<file path="config.mk">
export PLATFORM = sky130hd
export DESIGN_NAME = url_query_param_decoder_unit_flat
export DESIGN_NICKNAME = d
export VERILOG_FILES = /design/src/rtl/core/uqpd_pkg.sv /design/src/rtl/core/uqpd_ifs.sv /design/src/rtl/core/url_query_param_decoder_unit.sv /design/src/flat_wrapper.sv
export VERILOG_INCLUDE_DIRS = /design/src /design/src/rtl/core
export SDC_FILE = /design/constraint.sdc
export NUM_CORES = 1
export LEC_CHECK = 0
export ABC_CLOCK_PERIOD_IN_PS = 3900
export BUFFER_PORTS_ARGS = -buffer_cell sky130_fd_sc_hd__buf_2
export CAP_MARGIN = 20
export CORE_MARGIN = 2
export CORE_UTILIZATION = 30
export CTS_CLUSTER_SIZE = 8
export DETAILED_ROUTE_END_ITERATION = 16
export GPL_TIMING_DRIVEN = 0
export PLACE_DENSITY = 0.59
export SYNTH_ARGS = -nofsm -noshare
export SYNTH_HDL_FRONTEND = slang
export SYNTH_SLANG_ARGS = --single-unit
export TNS_END_PERCENT = 20
</file>
<file path="constraint.sdc">
create_clock -name clk_i -period 3.9 [get_ports clk_i]
set_input_delay 0.195 -clock clk_i [delete_from_list [all_inputs] [get_ports clk_i]]
set_output_delay 0.195 -clock clk_i [all_outputs]
set_load 0.005 [all_outputs]
</file>
<file path="src/rtl/core/assert_macros.svh">
// Assertion helpers, clocked on clk_i and disabled while rst_ni is low.
`ifndef ASSERT_MACROS_SVH
`define ASSERT_MACROS_SVH

// ante holds at an edge -> cons holds at the same edge
`define ASSERT_IMP(label, ante, cons, msg) \
  label: assert property (@(posedge clk_i) disable iff (!rst_ni) (ante) |-> (cons)) \
    else $error(msg);

// cond must never hold at an edge
`define ASSERT_NEVER(label, cond, msg) \
  label: assert property (@(posedge clk_i) disable iff (!rst_ni) !(cond)) \
    else $error(msg);

`endif

</file>
<file path="src/rtl/core/uqpd_pkg.sv">
package uqpd_pkg;

  typedef enum logic [1:0] {
    KIND_NAME     = 2'd0,
    KIND_VALUE    = 2'd1,
    KIND_PAIR_END = 2'd2,
    KIND_EOS      = 2'd3
  } kind_e;

  typedef enum logic [1:0] {
    ESC_IDLE   = 2'd0,
    ESC_FIRST  = 2'd1,
    ESC_SECOND = 2'd2
  } esc_e;

  localparam int unsigned CfgIdxW = 2;
  localparam logic [CfgIdxW-1:0] CFG_NAME_LIMIT  = 2'd0;
  localparam logic [CfgIdxW-1:0] CFG_VALUE_LIMIT = 2'd1;

  localparam logic [7:0] NAME_LIMIT_RST  = 8'd31;
  localparam logic [7:0] VALUE_LIMIT_RST = 8'd63;

  localparam logic [7:0] CH_NUL   = 8'h00;
  localparam logic [7:0] CH_AMP   = 8'h26;
  localparam logic [7:0] CH_EQ    = 8'h3D;
  localparam logic [7:0] CH_PLUS  = 8'h2B;
  localparam logic [7:0] CH_PCT   = 8'h25;
  localparam logic [7:0] CH_SPACE = 8'h20;

  localparam logic [4:0] NOT_HEX = 5'd16;

  // hex digit value, or NOT_HEX
  function automatic logic [4:0] hex_digit(input logic [7:0] c);
    logic [7:0] d;
    d = 8'h00;
    if (c >= 8'h30 && c <= 8'h39) begin
      d = c - 8'h30;
    end else if (c >= 8'h61 && c <= 8'h66) begin
      d = c - 8'h57;
    end else if (c >= 8'h41 && c <= 8'h46) begin
      d = c - 8'h37;
    end else begin
      return NOT_HEX;
    end
    return {1'b0, d[3:0]};
  endfunction

  // escape byte from the two raw bytes after '%'
  function automatic logic [7:0] esc_byte(input logic [7:0] c0, input logic [7:0] c1);
    logic [4:0] h0;
    logic [4:0] h1;
    h0 = hex_digit(c0);
    h1 = hex_digit(c1);
    if (h0 == NOT_HEX) begin
      return 8'h00;
    end else if (h1 == NOT_HEX) begin
      return {4'h0, h0[3:0]};
    end
    return {h0[3:0], h1[3:0]};
  endfunction

endpackage

</file>
<file path="src/rtl/core/uqpd_ifs.sv">
interface uqpd_in_if;
  logic       valid;
  logic       ready;
  logic [7:0] byte_in;

  modport source (output valid, output byte_in, input ready);
  modport sink   (input valid, input byte_in, output ready);
endinterface

interface uqpd_out_if;
  logic              valid;
  logic              ready;
  uqpd_pkg::kind_e   kind;
  logic [7:0]        char_out;
  logic [1:0]        status;
  logic [7:0]        name_count;
  logic [7:0]        value_count;

  modport source (output valid, output kind, output char_out, output status,
                  output name_count, output value_count, input ready);
  modport sink   (input valid, input kind, input char_out, input status,
                  input name_count, input value_count, output ready);
endinterface

</file>
<file path="src/rtl/core/url_query_param_decoder_unit.sv">
// URL query decoder. Query text enters on in_i, one byte per beat; a zero
// byte ends the text. Each beat yields zero or one result beat on out_o:
// a decoded name byte, a decoded value byte, a pair end carrying overflow
// status and kept counts, or an end-of-string marker.
// Limits are written on the cfg port (index 0 name limit, 1 value limit);
// the user must do so while no beat is in flight, unchecked by the block.
// Path: a byte accepted into the input register is decoded by the single
// decode stage and its result is registered in the result register.
// Throughput: one byte per cycle while out_o is not stalled.
// Back-pressure: while out_o is stalled the result is held, the input
// register holds one more byte, and in_i.ready then drops.
// Reset: pair state is cleared (name phase, no escape pending), the
// limits return to 31 and 63, and both registers are emptied.
`include "assert_macros.svh"

module url_query_param_decoder_unit (
  input  logic                          clk_i,
  input  logic                          rst_ni,
  input  logic                          cfg_we_i,
  input  logic [uqpd_pkg::CfgIdxW-1:0]  cfg_idx_i,
  input  logic [7:0]                    cfg_data_i,
  uqpd_in_if.sink                       in_i,
  uqpd_out_if.source                    out_o
);

  logic [7:0] name_limit_q, value_limit_q;

  logic       s1_valid_q, s1_valid_d;
  logic [7:0] s1_byte_q;
  logic       out_free, s1_fire, in_fire;

  logic            in_value_q, in_value_d;
  uqpd_pkg::esc_e  esc_q, esc_d;
  logic [7:0]      first_q, first_d;
  logic [7:0]      name_kept_q, name_kept_d;
  logic [7:0]      value_kept_q, value_kept_d;
  logic            name_ovf_q, name_ovf_d;
  logic            value_ovf_q, value_ovf_d;
  logic            started_q, started_d;

  logic            out_valid_q;
  uqpd_pkg::kind_e out_kind_q;
  logic [7:0]      out_char_q, out_ncnt_q, out_vcnt_q;
  logic [1:0]      out_status_q;

  logic            res_valid;
  uqpd_pkg::kind_e res_kind;
  logic [7:0]      res_char, res_ncnt, res_vcnt;
  logic [1:0]      res_status;
  logic            emit, pair_end, clear;
  logic [7:0]      emit_ch;

  assign out_free = !out_valid_q || out_o.ready;
  assign s1_fire  = s1_valid_q && out_free;
  assign in_i.ready = !s1_valid_q || out_free;
  assign in_fire  = in_i.valid && in_i.ready;

  always_ff @(posedge clk_i or negedge rst_ni) begin
    if (!rst_ni) begin
      name_limit_q  <= uqpd_pkg::NAME_LIMIT_RST;
      value_limit_q <= uqpd_pkg::VALUE_LIMIT_RST;
    end else if (cfg_we_i) begin
      unique case (cfg_idx_i)
        uqpd_pkg::CFG_NAME_LIMIT:  name_limit_q  <= cfg_data_i;
        uqpd_pkg::CFG_VALUE_LIMIT: value_limit_q <= cfg_data_i;
        default: ;
      endcase
    end
  end

  always_comb begin
    s1_valid_d = s1_valid_q;
    if (in_fire) begin
      s1_valid_d = 1'b1;
    end else if (s1_fire) begin
      s1_valid_d = 1'b0;
    end
  end

  always_ff @(posedge clk_i) begin
    if (in_fire) begin
      s1_byte_q <= in_i.byte_in;
    end
  end

  // decode stage
  always_comb begin
    in_value_d   = in_value_q;
    esc_d        = esc_q;
    first_d      = first_q;
    name_kept_d  = name_kept_q;
    value_kept_d = value_kept_q;
    name_ovf_d   = name_ovf_q;
    value_ovf_d  = value_ovf_q;
    started_d    = started_q;
    res_valid    = 1'b0;
    res_kind     = uqpd_pkg::KIND_NAME;
    res_char     = 8'h00;
    res_status   = 2'b00;
    res_ncnt     = 8'h00;
    res_vcnt     = 8'h00;
    emit         = 1'b0;
    emit_ch      = 8'h00;
    pair_end     = 1'b0;
    clear        = 1'b0;

    if (s1_fire) begin
      if (s1_byte_q == uqpd_pkg::CH_NUL) begin
        clear = 1'b1;
        if (started_q) begin
          pair_end = 1'b1;
        end else begin
          res_valid = 1'b1;
          res_kind  = uqpd_pkg::KIND_EOS;
        end
      end else if (esc_q == uqpd_pkg::ESC_FIRST) begin
        first_d = s1_byte_q;
        esc_d   = uqpd_pkg::ESC_SECOND;
      end else if (esc_q == uqpd_pkg::ESC_SECOND) begin
        esc_d   = uqpd_pkg::ESC_IDLE;
        emit    = 1'b1;
        emit_ch = uqpd_pkg::esc_byte(first_q, s1_byte_q);
      end else begin
        started_d = 1'b1;
        unique case (s1_byte_q)
          uqpd_pkg::CH_AMP: begin
            pair_end = 1'b1;
            clear    = 1'b1;
          end
          uqpd_pkg::CH_EQ: begin
            if (!in_value_q) begin
              in_value_d = 1'b1;
            end else begin
              emit    = 1'b1;
              emit_ch = s1_byte_q;
            end
          end
          uqpd_pkg::CH_PLUS: begin
            emit    = 1'b1;
            emit_ch = uqpd_pkg::CH_SPACE;
          end
          uqpd_pkg::CH_PCT: begin
            esc_d = uqpd_pkg::ESC_FIRST;
          end
          default: begin
            emit    = 1'b1;
            emit_ch = s1_byte_q;
          end
        endcase
      end

      if (emit) begin
        if (!in_value_q) begin
          if (name_kept_q < name_limit_q) begin
            res_valid   = 1'b1;
            res_kind    = uqpd_pkg::KIND_NAME;
            res_char    = emit_ch;
            name_kept_d = name_kept_q + 8'd1;
          end else begin
            name_ovf_d = 1'b1;
          end
        end else begin
          if (value_kept_q < value_limit_q) begin
            res_valid    = 1'b1;
            res_kind     = uqpd_pkg::KIND_VALUE;
            res_char     = emit_ch;
            value_kept_d = value_kept_q + 8'd1;
          end else begin
            value_ovf_d = 1'b1;
          end
        end
      end

      if (pair_end) begin
        res_valid  = 1'b1;
        res_kind   = uqpd_pkg::KIND_PAIR_END;
        res_status = {value_ovf_q, name_ovf_q};
        res_ncnt   = name_kept_q;
        res_vcnt   = value_kept_q;
      end

      if (clear) begin
        in_value_d   = 1'b0;
        esc_d        = uqpd_pkg::ESC_IDLE;
        first_d      = 8'h00;
        name_kept_d  = 8'h00;
        value_kept_d = 8'h00;
        name_ovf_d   = 1'b0;
        value_ovf_d  = 1'b0;
        started_d    = 1'b0;
      end
    end
  end

  always_ff @(posedge clk_i or negedge rst_ni) begin
    if (!rst_ni) begin
      s1_valid_q   <= 1'b0;
      in_value_q   <= 1'b0;
      esc_q        <= uqpd_pkg::ESC_IDLE;
      first_q      <= 8'h00;
      name_kept_q  <= 8'h00;
      value_kept_q <= 8'h00;
      name_ovf_q   <= 1'b0;
      value_ovf_q  <= 1'b0;
      started_q    <= 1'b0;
      out_valid_q  <= 1'b0;
    end else begin
      s1_valid_q   <= s1_valid_d;
      in_value_q   <= in_value_d;
      esc_q        <= esc_d;
      first_q      <= first_d;
      name_kept_q  <= name_kept_d;
      value_kept_q <= value_kept_d;
      name_ovf_q   <= name_ovf_d;
      value_ovf_q  <= value_ovf_d;
      started_q    <= started_d;
      if (s1_fire) begin
        out_valid_q <= res_valid;
      end else if (out_o.ready) begin
        out_valid_q <= 1'b0;
      end
    end
  end

  always_ff @(posedge clk_i) begin
    if (s1_fire && res_valid) begin
      out_kind_q   <= res_kind;
      out_char_q   <= res_char;
      out_status_q <= res_status;
      out_ncnt_q   <= res_ncnt;
      out_vcnt_q   <= res_vcnt;
    end
  end

  assign out_o.valid       = out_valid_q;
  assign out_o.kind        = out_kind_q;
  assign out_o.char_out    = out_char_q;
  assign out_o.status      = out_status_q;
  assign out_o.name_count  = out_ncnt_q;
  assign out_o.value_count = out_vcnt_q;

  `ASSERT_IMP(a_idle_pair_clean, !started_q,
              name_kept_q == 8'h00 && value_kept_q == 8'h00 && !in_value_q &&
              !name_ovf_q && !value_ovf_q && esc_q == uqpd_pkg::ESC_IDLE,
              "pair state set before any pair byte")
  `ASSERT_IMP(a_ctrl_char_zero, out_valid_q && (out_kind_q == uqpd_pkg::KIND_PAIR_END ||
              out_kind_q == uqpd_pkg::KIND_EOS), out_char_q == 8'h00,
              "pair end or end of string carries a character")
  `ASSERT_NEVER(a_ready_when_empty, !s1_valid_q && !in_i.ready,
                "input stalled with empty input register")

endmodule
</file>
<file path="src/flat_wrapper.sv">
// flat-port wrapper written by rule: the top's interface ports become plain ports
module url_query_param_decoder_unit_flat 
  (clk_i, rst_ni, cfg_we_i, cfg_idx_i, cfg_data_i, in_i_valid, in_i_byte_in, in_i_ready, out_o_valid, out_o_kind, out_o_char_out, out_o_status, out_o_name_count, out_o_value_count, out_o_ready);
  uqpd_in_if in_i_i ();
  uqpd_out_if out_o_i ();
  input  logic clk_i;
  input  logic rst_ni;
  input  logic cfg_we_i;
  input  logic [uqpd_pkg::CfgIdxW-1:0] cfg_idx_i;
  input  logic [7:0] cfg_data_i;
  input wire logic [$bits(in_i_i.valid)-1:0] in_i_valid;
  input wire logic [$bits(in_i_i.byte_in)-1:0] in_i_byte_in;
  output wire logic [$bits(in_i_i.ready)-1:0] in_i_ready;
  output wire logic [$bits(out_o_i.valid)-1:0] out_o_valid;
  output wire logic [$bits(out_o_i.kind)-1:0] out_o_kind;
  output wire logic [$bits(out_o_i.char_out)-1:0] out_o_char_out;
  output wire logic [$bits(out_o_i.status)-1:0] out_o_status;
  output wire logic [$bits(out_o_i.name_count)-1:0] out_o_name_count;
  output wire logic [$bits(out_o_i.value_count)-1:0] out_o_value_count;
  input wire logic [$bits(out_o_i.ready)-1:0] out_o_ready;
  assign in_i_i.valid = in_i_valid;
  assign in_i_i.byte_in = in_i_byte_in;
  assign in_i_ready = in_i_i.ready;
  assign out_o_valid = out_o_i.valid;
  assign out_o_kind = out_o_i.kind;
  assign out_o_char_out = out_o_i.char_out;
  assign out_o_status = out_o_i.status;
  assign out_o_name_count = out_o_i.name_count;
  assign out_o_value_count = out_o_i.value_count;
  assign out_o_i.ready = out_o_ready;
  url_query_param_decoder_unit u_core (.clk_i(clk_i), .rst_ni(rst_ni), .cfg_we_i(cfg_we_i), .cfg_idx_i(cfg_idx_i), .cfg_data_i(cfg_data_i), .in_i(in_i_i), .out_o(out_o_i));
endmodule
</file>
# Yosys cells after proc, flatten, opt, wreduce, memory -nomap -nowiden
# Cells that the tools add are included.
# Widths: inputs -> output; s select.
[word_totals]
regBits = 84
in_bits = 23
out_inout_bits = 30
[op_classes]
n_addsub = 8
order_cmp = 14
eq_ne = 15
mux = 119
n_bitwise = 1
reduce_logical = 38
[ops]
columns = ["cell", "count"]
rows = [
  ["$mux 8", 21],
  ["$mux 5", 16],
  ["$mux 1", 62],
  ["$eq 8x6->1 const B", 4],
  ["$ge 8x7->1 const B", 4],
  ["$le 8x7->1 const B", 4],
  ["$mux 2", 12],
  ["$mux 4", 6],
  ["$pmux 8 s3", 1],
  ["$reduce_and 4->1", 5],
  ["$add 8x1->8 const B", 2],
  ["$ge 8x6->1 const B", 2],
  ["$le 8x6->1 const B", 2],
  ["$lt 8x8->1", 2],
  ["$reduce_bool 2->1", 8],
  ["$sub 4x3->4 const B", 4],
  ["$eq 5x5->1 const B", 2],
  ["$logic_and 1x1->1", 9],
  ["$logic_not 8->1", 1],
  ["$ne 2x2->1 const B", 4],
  ["$reduce_and 2->1", 4],
  ["$sub 4x1->4 const B", 2],
  ["$reduce_and 3->1", 2],
  ["$reduce_and 5->1", 1],
  ["other kinds (10)", 15],
]

# Longest topological paths before layout
# Gate-level depths: netlist of run 1.
[depth]
word_depth = 27
ltp_mapped = 10
ltp_nobuf = 8

# Worst setup path before layout of run 1
# Ideal clock, no wire load.
[synth_path]
path_kind = "flip-flop to flip-flop"
from = "reg u_core.s1_byte_q[1]"
to = "reg u_core.out_char_q[0], in the netlist u_core.out_o.char_out[0] (enable)"
setup_ns = 0.455
t_arrival_ns = 2.739
slack_ns = 0.707
stages_incl_launch_ff = 8
n_path_buf = 0
cell_sequence = "edfxtp_1 inv_1 ha_1 or3b_2 a311oi_1 nor4_4 o21ai_1 nand2_1"
[synth_between]
elab_chain_cells = 11
elab_cells_between_ends = 23
[synth_rtl]
columns = ["item", "line_no", "text"]
rows = [
  ["start, declared", "url_query_param_decoder_unit.sv:29", "logic [7:0] s1_byte_q;"],
  ["start signal, assigned", "url_query_param_decoder_unit.sv:82", "s1_byte_q <= in_i.byte_in;"],
  ["$eq 8x6->1", "url_query_param_decoder_unit.sv:125", "unique case (s1_byte_q)"],
  ["$reduce_or 2->1 (no line)", "-", ""],
  ["$pmux 1 s2", "url_query_param_decoder_unit.sv:125", ""],
  ["$mux 1", "url_query_param_decoder_unit.sv:119", "end else if (esc_q == uqpd_pkg::ESC_SECOND) begin"],
  ["$mux 1", "url_query_param_decoder_unit.sv:116", "end else if (esc_q == uqpd_pkg::ESC_FIRST) begin"],
  ["$mux 1", "url_query_param_decoder_unit.sv:108", "if (s1_byte_q == uqpd_pkg::CH_NUL) begin"],
  ["$mux 1", "url_query_param_decoder_unit.sv:107", "if (s1_fire) begin"],
  ["$mux 1", "url_query_param_decoder_unit.sv:152", "if (emit) begin"],
  ["$mux 1 (*)", "url_query_param_decoder_unit.sv:174", "if (pair_end) begin"],
  ["$mux 1 (*)", "url_query_param_decoder_unit.sv:107", ""],
  ["$logic_and 1x1->1 (*)", "url_query_param_decoder_unit.sv:226", "if (s1_fire && res_valid) begin"],
  ["end signal, assigned", "url_query_param_decoder_unit.sv:228", "out_char_q <= res_char;"],
  ["end, declared", "url_query_param_decoder_unit.sv:43", "logic [7:0] out_char_q, out_ncnt_q, out_vcnt_q;"],
]
# Mark *: on every way between the ends. The rest lies on a longest branch, timed or not. The select of a mux whose other input is x is not followed.
# A chain may end at the register's enable or synchronous reset.

# Final worst setup path of run 1
[layout_path]
from = "reg u_core.s1_byte_q[1]"
to = "reg u_core.out_char_q[4], in the netlist u_core.out_o.char_out[4] (enable)"
# The elaborated chain is that of the path after synthesis.

==> results of run 1 <==
-- cell usage after synthesis (all sizes together) (2+ instances only) --
cell type | instances | area, um2
a32oi | 2 | 17.5
nand4bb | 2 | 22.5
nand4b | 2 | 17.5
buf | 6 | 30.0
nand4 | 5 | 31.3
dfstp | 11 | 289
or4b | 2 | 20.0
edfxtp | 36 | 1080
mux2 | 8 | 90.1
and3 | 3 | 18.8
inv | 33 | 124
nor2b | 2 | 12.5
o31ai | 7 | 52.6
and2 | 23 | 144
a31oi | 4 | 25.0
nand3 | 20 | 100
a21o | 2 | 15.0
or4 | 5 | 37.5
or3 | 4 | 25.0
nor3 | 7 | 35.0
nand2b | 4 | 25.0
or3b | 2 | 17.5
clkbuf | 7 | 27.5
nand2 | 32 | 120
nor2 | 25 | 93.8
o21bai | 4 | 30.0
a22o | 8 | 70.1
nor4 | 2 | 27.5
nand3b | 3 | 22.5
a21oi | 23 | 115
a211oi | 2 | 15.0
dfrtp | 37 | 926
o21ai | 30 | 150
nor3b | 2 | 15.0
o211ai | 6 | 45.0
ha | 27 | 338
-- kinds of logic (layout without fill, tap and decap cells) --
| logic type | count (synthesis) | in the layout | share of synthesized area (%) |
|---|---|---|---|
| flops | 84 | 84 | 52.3 |
| fa+ha+maj | 27 | 27 | 7.69 |
| compound gates | 100 | 100 | 14.6 |
| simple gates | 149 | 149 | 18.8 |
| mux | 9 | 9 | 2.28 |
| xor+xnor | 1 | 1 | 0.199 |
| buf+inv | 46 | 117 | 4.13 |
-- power by group --
group	internal, W	switching, W	leakage [nW]
combinational	0.000356	0.000528	1.13
sequential	0.00121	0.000170	0.932
clock	0.000516	0.000345	0.144
total	0.00209	0.00104	2.21
-- stage by stage --
| step | TNS, ns | setup WS, ns | cell area [um2] | hold slack (ns) |
|---|---|---|---|---|
| floorplan | 0 | 0.707 | 4390 | -0.101 |
| global placement | 0 | 0.0465 | 4880 | 0.375 |
| detailed placement | -0.792 | -0.0289 | 4880 | 0.375 |
| CTS | 0 | 0.348 | 5190 | 0.0204 |
| global route | 0 | 0.0327 | 5220 | 0.0164 |
| finish | 0 | 0.328 | 5220 | 0.0292 |
-- final cells by class --
class,count,area [um2]
fillers,1437,9200
flip-flops and latches,84,2300
multi-input cells,286,1920
repair buffers,55,295
clock buffers,11,243
well taps,184,230
inverters,33,124
clock inverters,5,58.8
plain buffers,13,57.6
-- cell usage in the layout, fill, tap and decap left out, types with 2 or more instances in the layout --
master	instances
a211oi_1	2
a21o_1	2
a21oi_1	23
a22o_1	8
a31oi_1	4
a32oi_1	2
and2_1	23
and3_1	3
buf_1	2
buf_2	55
clkbuf_1	7
clkbuf_16	9
clkbuf_2	2
dfrtp_1	37
dfstp_2	11
edfxtp_1	36
ha_1	27
inv_1	33
inv_6	2
mux2_2	8
nand2_1	31
nand2b_1	4
nand3_1	20
nand3b_1	3
nand4_1	5
nand4b_1	2
nand4bb_1	2
nor2_1	25
nor2b_1	2
nor3_1	7
nor3b_1	2
o211ai_1	6
o21ai_0	28
o21ai_1	2
o21bai_1	4
o31ai_1	7
or3_1	4
or3b_2	2
or4_1	5
-- critical path, delay by kind of cell (launching register included) --
kind	cells	cell delay (ns)
simple gates	3	1.19
compound gates	2	1.00
flops	1	0.51
fa+ha+maj	1	0.27
buf+inv	1	0.18
-- worst max-delay path by stage --
stage	startpoint	slack, ns	endpoint	cells after the start
floorplan	u_core.s1_byte_q[1]	0.71	u_core.out_o.char_out[0]	7
global placement	u_core.s1_byte_q[1]	0.05	u_core.out_o.value_count[1]	7
detailed placement	u_core.s1_byte_q[1]	-0.03	u_core.out_o.value_count[5]	7
CTS	u_core.s1_byte_q[1]	0.35	u_core.out_o.char_out[6]	7
global route	u_core.value_limit_q[2]	0.03	u_core.out_o.char_out[2]	7
finish	u_core.s1_byte_q[1]	0.33	u_core.out_o.char_out[4]	7
-- sequential cells by signal, summed over array words and instances (netlist names), 2 cells and up --
signal	cells
u_core.s1_byte_q	8
u_core.out_o.char_out	8
u_core.out_o.value_count	8
u_core.esc_q	2
u_core.name_limit_q	8
u_core.out_o.name_count	8
u_core.out_o.status	2
u_core.name_kept_q	8
u_core.first_q	8
u_core.value_kept_q	8
u_core.value_limit_q	8
u_core.out_o.kind	2
-- repair_timing --
item	in CTS	in global routing
resized for setup	1	0
setup endpoints to repair	28	0
endpoints found under the hold margin	0	8
hold buffers	0	1
-- routing by layer --
metal  routed length [um]  up-vias  global-route usage (%)  part of all wire (%)
li1                     -     1657                       -                     -
met1                 4680     1580                    17.9                    48
met2                 4260       81                    19.2                    44
met3                  548       14                    2.61                   5.6
met4                  225        0                    6.08                   2.3
met5                    0        -                       0                     0
==> key figures, run 1 <==
Setup path
  • Reg2Reg Setup Slack: 0.33 ns
  • CP max FO: 28
  • Worst path required time: 3.83 ns
  • Crit-path cells: inv_1, ha_1, or3b_2, a311oi_1, nor4_4, o21ai_1, nand2_2
  • Slowest CP cell: nand2_2
  • Crit path capture type: flop
  • Startpoint types: flop
  • R2r startpoint: u_core.s1_byte_q[1]
  • Max stage delay on crit path: 0.57 ns
  • Worst Path Arrival: 3.50 ns
  • Worst reg2reg path depth: 7
  • Kind of critical path: flop to flop
  • Reg2reg end: u_core.out_o.char_out[4]

Clock tree
  • Num CTS Buffers: 9
  • CTS Buffer Depth: 2
  • Clock Pin Slew Worst Setup and Hold Paths: 0.06 ns
  • Max H-tree Level: 3
  • Setup bufs post-CTS: 0
  • CTS root buf: clkbuf_16
  • Later-pin clock latency in the skew report: 0.34 ns
  • Sink Count: 84
  • Clock tree from TritonCTS: built

Synthesis
  • Most used DFF post-synth: dfrtp_1
  • Synth Instances: 416
  • Asr flop ratio synth: 57.1%
  • Synth Net Count: 466
  • Synthesis warning total: 0
  • Average size of a mapped cell: 10.6 um2
  • Seq/Total Area, Yosys: 52.3%
  • Register bit total from synthesis: 84
  • Syn Std Cell Area: 4390 um2
  • Synth unique cells: 60
  • EDFF count, synth: 36

Min path
  • Worst hold path depth: 1
  • Worst hold endpoint: u_core.s1_byte_q[6]
  • Hold crit path type: primary input to flop
  • Hold_sp: in_i_byte_in[6]

Global route
  • Total GRT Usage: 12.8%
  • Largest net degree at the start of global routing: 49
  • First-pass GRT wire length: 16300 um
  • Vias in the first global route: 3203
  • Initial antenna violation count: 0
  • GRT overflow: 0

Placement
  • PortBufs: 52
  • Hpwl dp: 7270 um
  • Placed Cells: 652
  • GPL Wtd Cong: 0.853

Die
  • Width of the die: 125 um
  • Top Ports: 53
  • Die Y: 125 um
  • Initial Util: 30.4%
  • Die ar.: 15600 um2
  • Core outline area: 14400 um2
  • # rows: 44

Power and ir drop
  • Peak VDD IR: 0.000256 V
  • Total Power: 0.00313 W
  • Leak pwr: 2.21 nW
  • Pwr Density: 599 nW/um2

Route
  • Wire per inst: 14.5 um
  • Drt via density: 4.97
  • Final ANT Viol Nets: 0
  • Drt initial violations: 136
  • Vias: 3332
  • DRT Pass-1 Iters: 4
  • Total wire length: 9710 um
  • DRC errors left: 0

Layout
  • Nets: 532
  • Final Util: 36.2%
  • Share of cells above drive strength 1: 20.3%
  • Post-route insts no fill: 671
  • Area grow syn2layout: 18.9%
  • Diode count: 0

Timing
  • Setup-failing EPs final: 0
  • Slew at the pin with the worst max-slew slack: 0.970 ns
  • Final Hold Vio Count: 0
  • Period utilization: 91.6%
  • Tmin final: 3.57 ns
  • RSZ-0062 raised after global routing: false
  • Fmax: 0.280 GHz
  • Slew Viols, Final: 0
  • Slew HR: 34.9%
  • Clock skew: 0.00745 ns

Job
  • Max Cap Violations: 0

Status
  • Status: finished clean
No activity file was read; power rests on OpenSTA's default activity.
==> run 2, diff against run 1 <==
--- a/config.mk
+++ b/config.mk
@@ -10,11 +10,11 @@
 export BUFFER_PORTS_ARGS = -buffer_cell sky130_fd_sc_hd__buf_2
 export CAP_MARGIN = 20
 export CORE_MARGIN = 2
-export CORE_UTILIZATION = 30
-export CTS_CLUSTER_SIZE = 8
+export CORE_UTILIZATION = 58
+export CTS_CLUSTER_SIZE = 40
 export DETAILED_ROUTE_END_ITERATION = 16
 export GPL_TIMING_DRIVEN = 0
-export PLACE_DENSITY = 0.59
+export PLACE_DENSITY = 0.92
 export SYNTH_ARGS = -nofsm -noshare
 export SYNTH_HDL_FRONTEND = slang
 export SYNTH_SLANG_ARGS = --single-unit
==> key figures, run 2 (synthesized netlist as in run 1, its figures left out) <==
Layout
  • Diode count: 0 (unchanged)
  • Most frequent cells in the layout: buf_2, dfrtp_1, edfxtp_1
  • Area grow syn2layout: 15.4%
  • Commonest non-fill, non-tap cell in the layout: buf_2
  • Nets: 537 (+0.94%)
  • Share of cells above drive strength 1: 20.3% (about the same)

Setup path
  • Startpoint types: flop
  • Crit-path cells: inv_1, ha_1, or3b_2, a311oi_1, nor4_4, o21ai_1, nand2_2
  • Crit path capture type: flop
  • Worst path required time: 3.87 ns (+0.04 ns)
  • Slowest CP cell: nand2_2
  • Kind of critical path: flop to flop
  • Worst Path Arrival: 3.61 ns (+0.11 ns)
  • Max stage delay on crit path: 0.57 ns (about the same)
  • CP max FO: 28 (unchanged)

Route
  • Total wire length: 10200 um (+4.8%)
  • Vias: 3675 (+10%)
  • Wire per inst: 17.2 um (+19%)
  • Drt via density: 6.22 (+25%)
  • DRT Pass-1 Iters: 6 (+2)
  • Final ANT Viol Nets: 0 (unchanged)
  • Drt initial violations: 430 (+220%)
  • DRC errors left: 0 (unchanged)

Timing
  • Final WS setup: 0.255 ns (-0.0732 ns)
  • Clock skew: 0.0171 ns (+0.00966 ns)
  • Setup-failing EPs final: 0 (unchanged)
  • Slew HR: 30.5% (-4.5 points)
  • Slew Viols, Final: 0 (unchanged)
  • RSZ-0062 raised after global routing: false
  • Final Hold Vio Count: 0 (unchanged)
  • Tmin final: 3.65 ns (+0.0732 ns)
  • Fmax: 0.274 GHz (-2.0%)
  • Setup_tns: 0 ns (unchanged)
  • Period utilization: 93.5% (+1.9 points)
  • Slew at the pin with the worst max-slew slack: 1.03 ns (+0.0595 ns)

Power and ir drop
  • Pwr Density: 577 nW/um2 (-3.7%)
  • Peak VDD IR: 0.000252 V (-1.5%)
  • Clock power frac: 21.3% (-6.2 points)
  • Cell Int Power: 0.00183 W (-12%)
  • Net Sw Frac: 37.5% (+4.2 points)
  • Net Sw Power: 0.00110 W (+5.3%)
  • Sequential Power Share: 47.6% (+3.4 points)
  • Combinational Power Share: 31.2% (+2.9 points)
  • Leak pwr: 2.19 nW (-0.96%)

Clock tree
  • Clock tree from TritonCTS: built
  • Max H-tree Level: 3 (unchanged)
  • CTS root buf: clkbuf_8
  • Num CTS Buffers: 9 (unchanged)
  • Clock Pin Slew Worst Setup and Hold Paths: 0.10 ns (+0.04 ns)
  • CTS Buffer Depth: 2 (unchanged)
  • Later-pin clock latency in the skew report: 0.37 ns (+0.03 ns)
  • Sink Count: 84 (unchanged)
  • Setup bufs post-CTS: 0 (unchanged)

Die
  • Top Ports: 53 (unchanged)
  • Core outline area: 7290 um2 (-49%)
  • Width of the die: 91.0 um (-27%)
  • Die ar.: 8280 um2 (-47%)
  • Initial Util: 60.2% (+30 points)
  • # rows: 31 (-30%)
  • Die Y: 91.0 um (-27%)

Placement
  • GPL Wtd Cong: 0.886 (+3.8%)
  • Pre-CTS WS: 0.00235 ns (+0.0313 ns)
  • Hpwl dp: 7010 um (-3.4%)
  • PortBufs: 52 (unchanged)

Min path
  • Hold crit path type: primary input to flop

Status
  • Status: finished clean

Global route
  • Largest net degree at the start of global routing: 49 (unchanged)
  • First-pass GRT wire length: 16700 um (+2.0%)
  • GRT overflow: 0 (unchanged)
  • Initial antenna violation count: 0 (unchanged)
  • Vias in the first global route: 3482 (+8.7%)
  • Total GRT Usage: 25.3% (+12 points)

Job
  • Max Cap Violations: 0 (unchanged)
==> run 2: cell types whose count changed in the layout (fill, tap and decap cells not counted), moves of 2 or more <==
cell / delta
clkbuf_16: -9
clkbuf_8: +8
clkinv_4: +2
dlygate4sd3_1: +6
inv_8: +3
==> run 2: cell type report <==
class	count	area, um2
Buffer	13	57.6
Timing Repair Buffer	60	350
Multi-Input combinational cell	286	1920
Tap cell	99	124
Sequential cell	84	2300
Fill cell	525	2220
Clock inverter	7	76.3
Clock buffer	9	124
Inverter	33	124
==> run 2: timing repair <==
item                       CTS  global route
hold buffers                 6             1
hold endpoints to repair     6            37
resized for setup            1             0
setup endpoints to repair   28             0
==> run 2: power by group through the flow <==
stage / combinational (W) / clock [W] / sequential [W]
global placement: 0.000830 / 0 / 0.00138
floorplan: 0.000586 / 0 / 0.00136
CTS: 0.000898 / 0.000627 / 0.00139
finish: 0.000912 / 0.000622 / 0.00139
global route: 0.00103 / 0.000665 / 0.00142
detailed placement: 0.000875 / 0 / 0.00140
==> run 2: per-stage QoR <==
| step | power [W] | hold slack [ns] | cell area [um2] | std cells | util (%) |
|---|---|---|---|---|---|
| 5_1_grt | 0.00311 | 0.00777 | 5070 | 591 | 69.5 |
| 6_report | 0.00292 | 0.0148 | 5070 | 591 | 69.5 |
| 3_5_place_dp | 0.00228 | 0.373 | 4780 | 567 | 65.5 |
| 3_3_place_gp | 0.00222 | 0.372 | 4780 | 567 | 65.5 |
| 2_1_floorplan | 0.00195 | -0.101 | 4390 | 416 | - |
| 4_1_cts | 0.00291 | 0.000471 | 5040 | 589 | 69.1 |
==> run 2: worst paths after layout <==
kind,from,to,slack [ns],cells after the start
max,u_core.s1_byte_q[1],u_core.out_o.name_count[4],0.25,7
min,in_i_byte_in[5],u_core.s1_byte_q[5],0.01,1
max reg2reg,u_core.s1_byte_q[1],u_core.out_o.name_count[4],0.25,7
min reg2reg,u_core.value_ovf_q,u_core.value_ovf_q,0.52,2
max in group asynchronous,rst_ni,u_core.value_limit_q[1],3.19,3
min in group asynchronous,rst_ni,u_core.started_q,0.19,2
==> run 2: worst max-delay path, delay by kind of cell (launching register included) <==
| kind | cells | cell delay, ns |
|---|---|---|
| flip-flops | 1 | 0.52 |
| AND/OR/NAND/NOR | 3 | 1.21 |
| adder cells (fa/ha/maj) | 1 | 0.30 |
| AO/OA/AOI/OAI | 2 | 1.03 |
| buffers and inverters | 1 | 0.18 |
==> run 2: metal layers <==
layer | up-vias | GRT usage (%) | share of wire, %
met5 | - | 0 | 0
met4 | 0 | 14.3 | 3.6
met3 | 47 | 4.81 | 9.1
met2 | 231 | 40.4 | 48
met1 | 1721 | 32.6 | 39
li1 | 1676 | - | -
==> run 3, diff against run 2 <==
--- a/config.mk
+++ b/config.mk
@@ -6,7 +6,7 @@
 export SDC_FILE = /design/constraint.sdc
 export NUM_CORES = 1
 export LEC_CHECK = 0
-export ABC_CLOCK_PERIOD_IN_PS = 3900
+export ABC_CLOCK_PERIOD_IN_PS = 3950
 export BUFFER_PORTS_ARGS = -buffer_cell sky130_fd_sc_hd__buf_2
 export CAP_MARGIN = 20
 export CORE_MARGIN = 2
==> constraint.sdc (replaced) <==
create_clock -name clk_i -period 3.95 [get_ports clk_i]
set_input_delay 0.1975 -clock clk_i [delete_from_list [all_inputs] [get_ports clk_i]]
set_output_delay 0.1975 -clock clk_i [all_outputs]
set_load 0.005 [all_outputs]
==> key figures, run 3 (synthesized netlist as in run 1, its figures left out) <==
Status
  • Status: finished clean

Clock tree
  • CTS root buf: clkbuf_8
  • Num CTS Buffers: 9 (unchanged)
  • Max H-tree Level: 3 (unchanged)
  • Clock tree from TritonCTS: built
  • Setup bufs post-CTS: 0 (unchanged)
  • Clock Pin Slew Worst Setup and Hold Paths: 0.10 ns (about the same)
  • CTS Buffer Depth: 2 (unchanged)
  • CTS resizes: 0 (-1)
  • Later-pin clock latency in the skew report: 0.38 ns (about the same)
  • Sink Count: 84 (unchanged)

Power and ir drop
  • Peak VDD IR: 0.000277 V (+9.9%)
  • Net Sw Frac: 37.4% (-0.094 points)
  • Net Sw Power: 0.00109 W (-0.38%)
  • Leak pwr: 2.19 nW (+0.38%)
  • Combinational Power Share: 31.9% (+0.7 points)
  • Sequential Power Share: 47.0% (-0.6 points)
  • Cell Int Power: 0.00183 W (about the same)
  • Pwr Density: 575 nW/um2 (-0.43%)
  • Clock power frac: 21.1% (-0.2 points)

Die
  • # rows: 31 (unchanged)
  • Core outline area: 7290 um2 (unchanged)
  • Initial Util: 60.2% (unchanged)
  • Die Y: 91.0 um (unchanged)
  • Top Ports: 53 (unchanged)
  • Width of the die: 91.0 um (unchanged)
  • Die ar.: 8280 um2 (unchanged)

Setup path
  • Crit path capture type: flop
  • CP max FO: 19 (-32%)
  • Crit-path cells: inv_1, ha_1, or3b_2, a311oi_1, nor4_4, o21ai_1, nand2_1, buf_16
  • Worst path required time: 4.08 ns (+0.21 ns)
  • Startpoint types: flop
  • Worst Path Arrival: 3.89 ns (+0.28 ns)
  • Max stage delay on crit path: 0.53 ns (-0.04 ns)
  • Kind of critical path: flop to flop
  • Slowest CP cell: a311oi_1

Layout
  • Share of cells above drive strength 1: 20.3% (unchanged)
  • Area grow syn2layout: 15.8%
  • Commonest non-fill, non-tap cell in the layout: buf_2
  • Nets: 537 (unchanged)
  • Most frequent cells in the layout: buf_2, dfrtp_1, edfxtp_1
  • Final Util: 69.7% (+0.21 points)
  • Diode count: 0 (unchanged)

Global route
  • First-pass GRT wire length: 16700 um (+0.13%)
  • Initial antenna violation count: 0 (unchanged)
  • Vias in the first global route: 3491 (+0.26%)
  • Top Usage Layer GRT: met2
  • GR Util met2: 40.3% (-0.062 points)
  • GRT overflow: 0 (unchanged)
  • Total GRT Usage: 25.3% (about the same)
  • Met1 Use GR: 32.4% (-0.17 points)
  • GR Layer Usage met3: 5.81% (+1.0 points)
  • Largest net degree at the start of global routing: 49 (unchanged)

Timing
  • Slew Viols, Final: 0 (unchanged)
  • Slew at the pin with the worst max-slew slack: 1.06 ns (+0.0346 ns)
  • Fmax: 0.266 GHz (-3.1%)
  • Period utilization: 95.2% (+1.8 points)
  • Setup-failing EPs final: 0 (unchanged)
  • Final Hold Vio Count: 0 (unchanged)
  • Slew HR: 28.1% (-2.3 points)
  • Setup_tns: 0 ns (unchanged)
  • Hold_ws: 0.00820 ns (-0.00658 ns)
  • Tmin final: 3.76 ns (+0.117 ns)
  • RSZ-0062 raised after global routing: false
  • Clock skew: 0.0172 ns (+0.000100 ns)

Route
  • Drt initial violations: 442 (+2.8%)
  • Vias: 3694 (+0.52%)
  • Wire per inst: 17.3 um (+0.39%)
  • Final ANT Viol Nets: 0 (unchanged)
  • DRC errors left: 0 (unchanged)
  • DRT Pass-1 Iters: 5 (-1)
  • Total wire length: 10200 um (+0.39%)
  • Drt via density: 6.25 (+0.52%)

Min path
  • Hold crit path type: primary input to flop

Placement
  • PortBufs: 52 (unchanged)
  • GPL Wtd Cong: 0.886 (unchanged)
  • Hpwl dp: 7010 um (unchanged)

Job
  • Max Cap Violations: 0 (unchanged)
run 3: cell count changes in the layout (fill, tap and decap cells not counted), sizes merged:
cell	previous run	this run
dlygate4sd3	7	6
buf	59	60
run 3: stage by stage:
stage / std cells / total power (W) / setup slack, ns / cell area, um2
after floorplan: 416 / 0.00193 / 0.757 / 4390
after global placement: 567 / 0.00219 / 0.114 / 4780
after global routing: 591 / 0.00310 / 0.00118 / 5080
after detailed placement: 567 / 0.00225 / 0.0523 / 4780
after CTS: 588 / 0.00287 / 0.0239 / 5030
final: 591 / 0.00292 / 0.188 / 5080
run 3: layout make-up:
class	instances	area [um2]
well taps	99	124
inverters	33	124
plain buffers	13	57.6
clock inverters	7	76.3
repair buffers	60	368
multi-input cells	286	1910
clock buffers	9	124
fillers	521	2210
flip-flops and latches	84	2300
run 3: path summary, 6_finish.rpt:
path                                      from  cells past startpoint                    endpoint  slack, ns
min in group asynchronous               rst_ni                      2             u_core.esc_q[0]       0.19
hold reg to reg             u_core.value_ovf_q                      2          u_core.value_ovf_q       0.51
max in group asynchronous               rst_ni                      3     u_core.value_limit_q[1]       3.24
setup reg to reg           u_core.s1_byte_q[1]                      8  u_core.out_o.name_count[4]       0.19
hold / removal                 in_i_byte_in[3]                      1         u_core.s1_byte_q[3]      0.008
setup / recovery           u_core.s1_byte_q[1]                      8  u_core.out_o.name_count[4]       0.19
run 3: what timing repair did:
action                                  in CTS  in global routing
hold endpoints to repair                     5                 37
endpoints found under the setup margin       0                  0
hold buffers                                 5                  1
run 3: per-layer routing:
layer,wire [um],part of all wire [%],vias up
li1,-,-,1682
met1,4040,39,1742
met2,4900,48,225
met3,894,8.7,45
met4,392,3.8,0
met5,0,0,-
run 3: power by group through the flow:
stage | logic [W] | registers, W | clock network (W)
floorplan | 0.000578 | 0.00135 | 0
global placement | 0.000820 | 0.00137 | 0
detailed placement | 0.000864 | 0.00139 | 0
CTS | 0.000884 | 0.00137 | 0.000619
global route | 0.00105 | 0.00140 | 0.000655
finish | 0.000932 | 0.00137 | 0.000616
run 3: worst max-delay path, delay by kind of cell, from the launching register on:
family / cells / cell delay, ns
AO/OA/AOI/OAI: 2 / 1.02
adder cells (fa/ha/maj): 1 / 0.31
buffers and inverters: 2 / 0.48
flip-flops: 1 / 0.51
AND/OR/NAND/NOR: 3 / 1.17
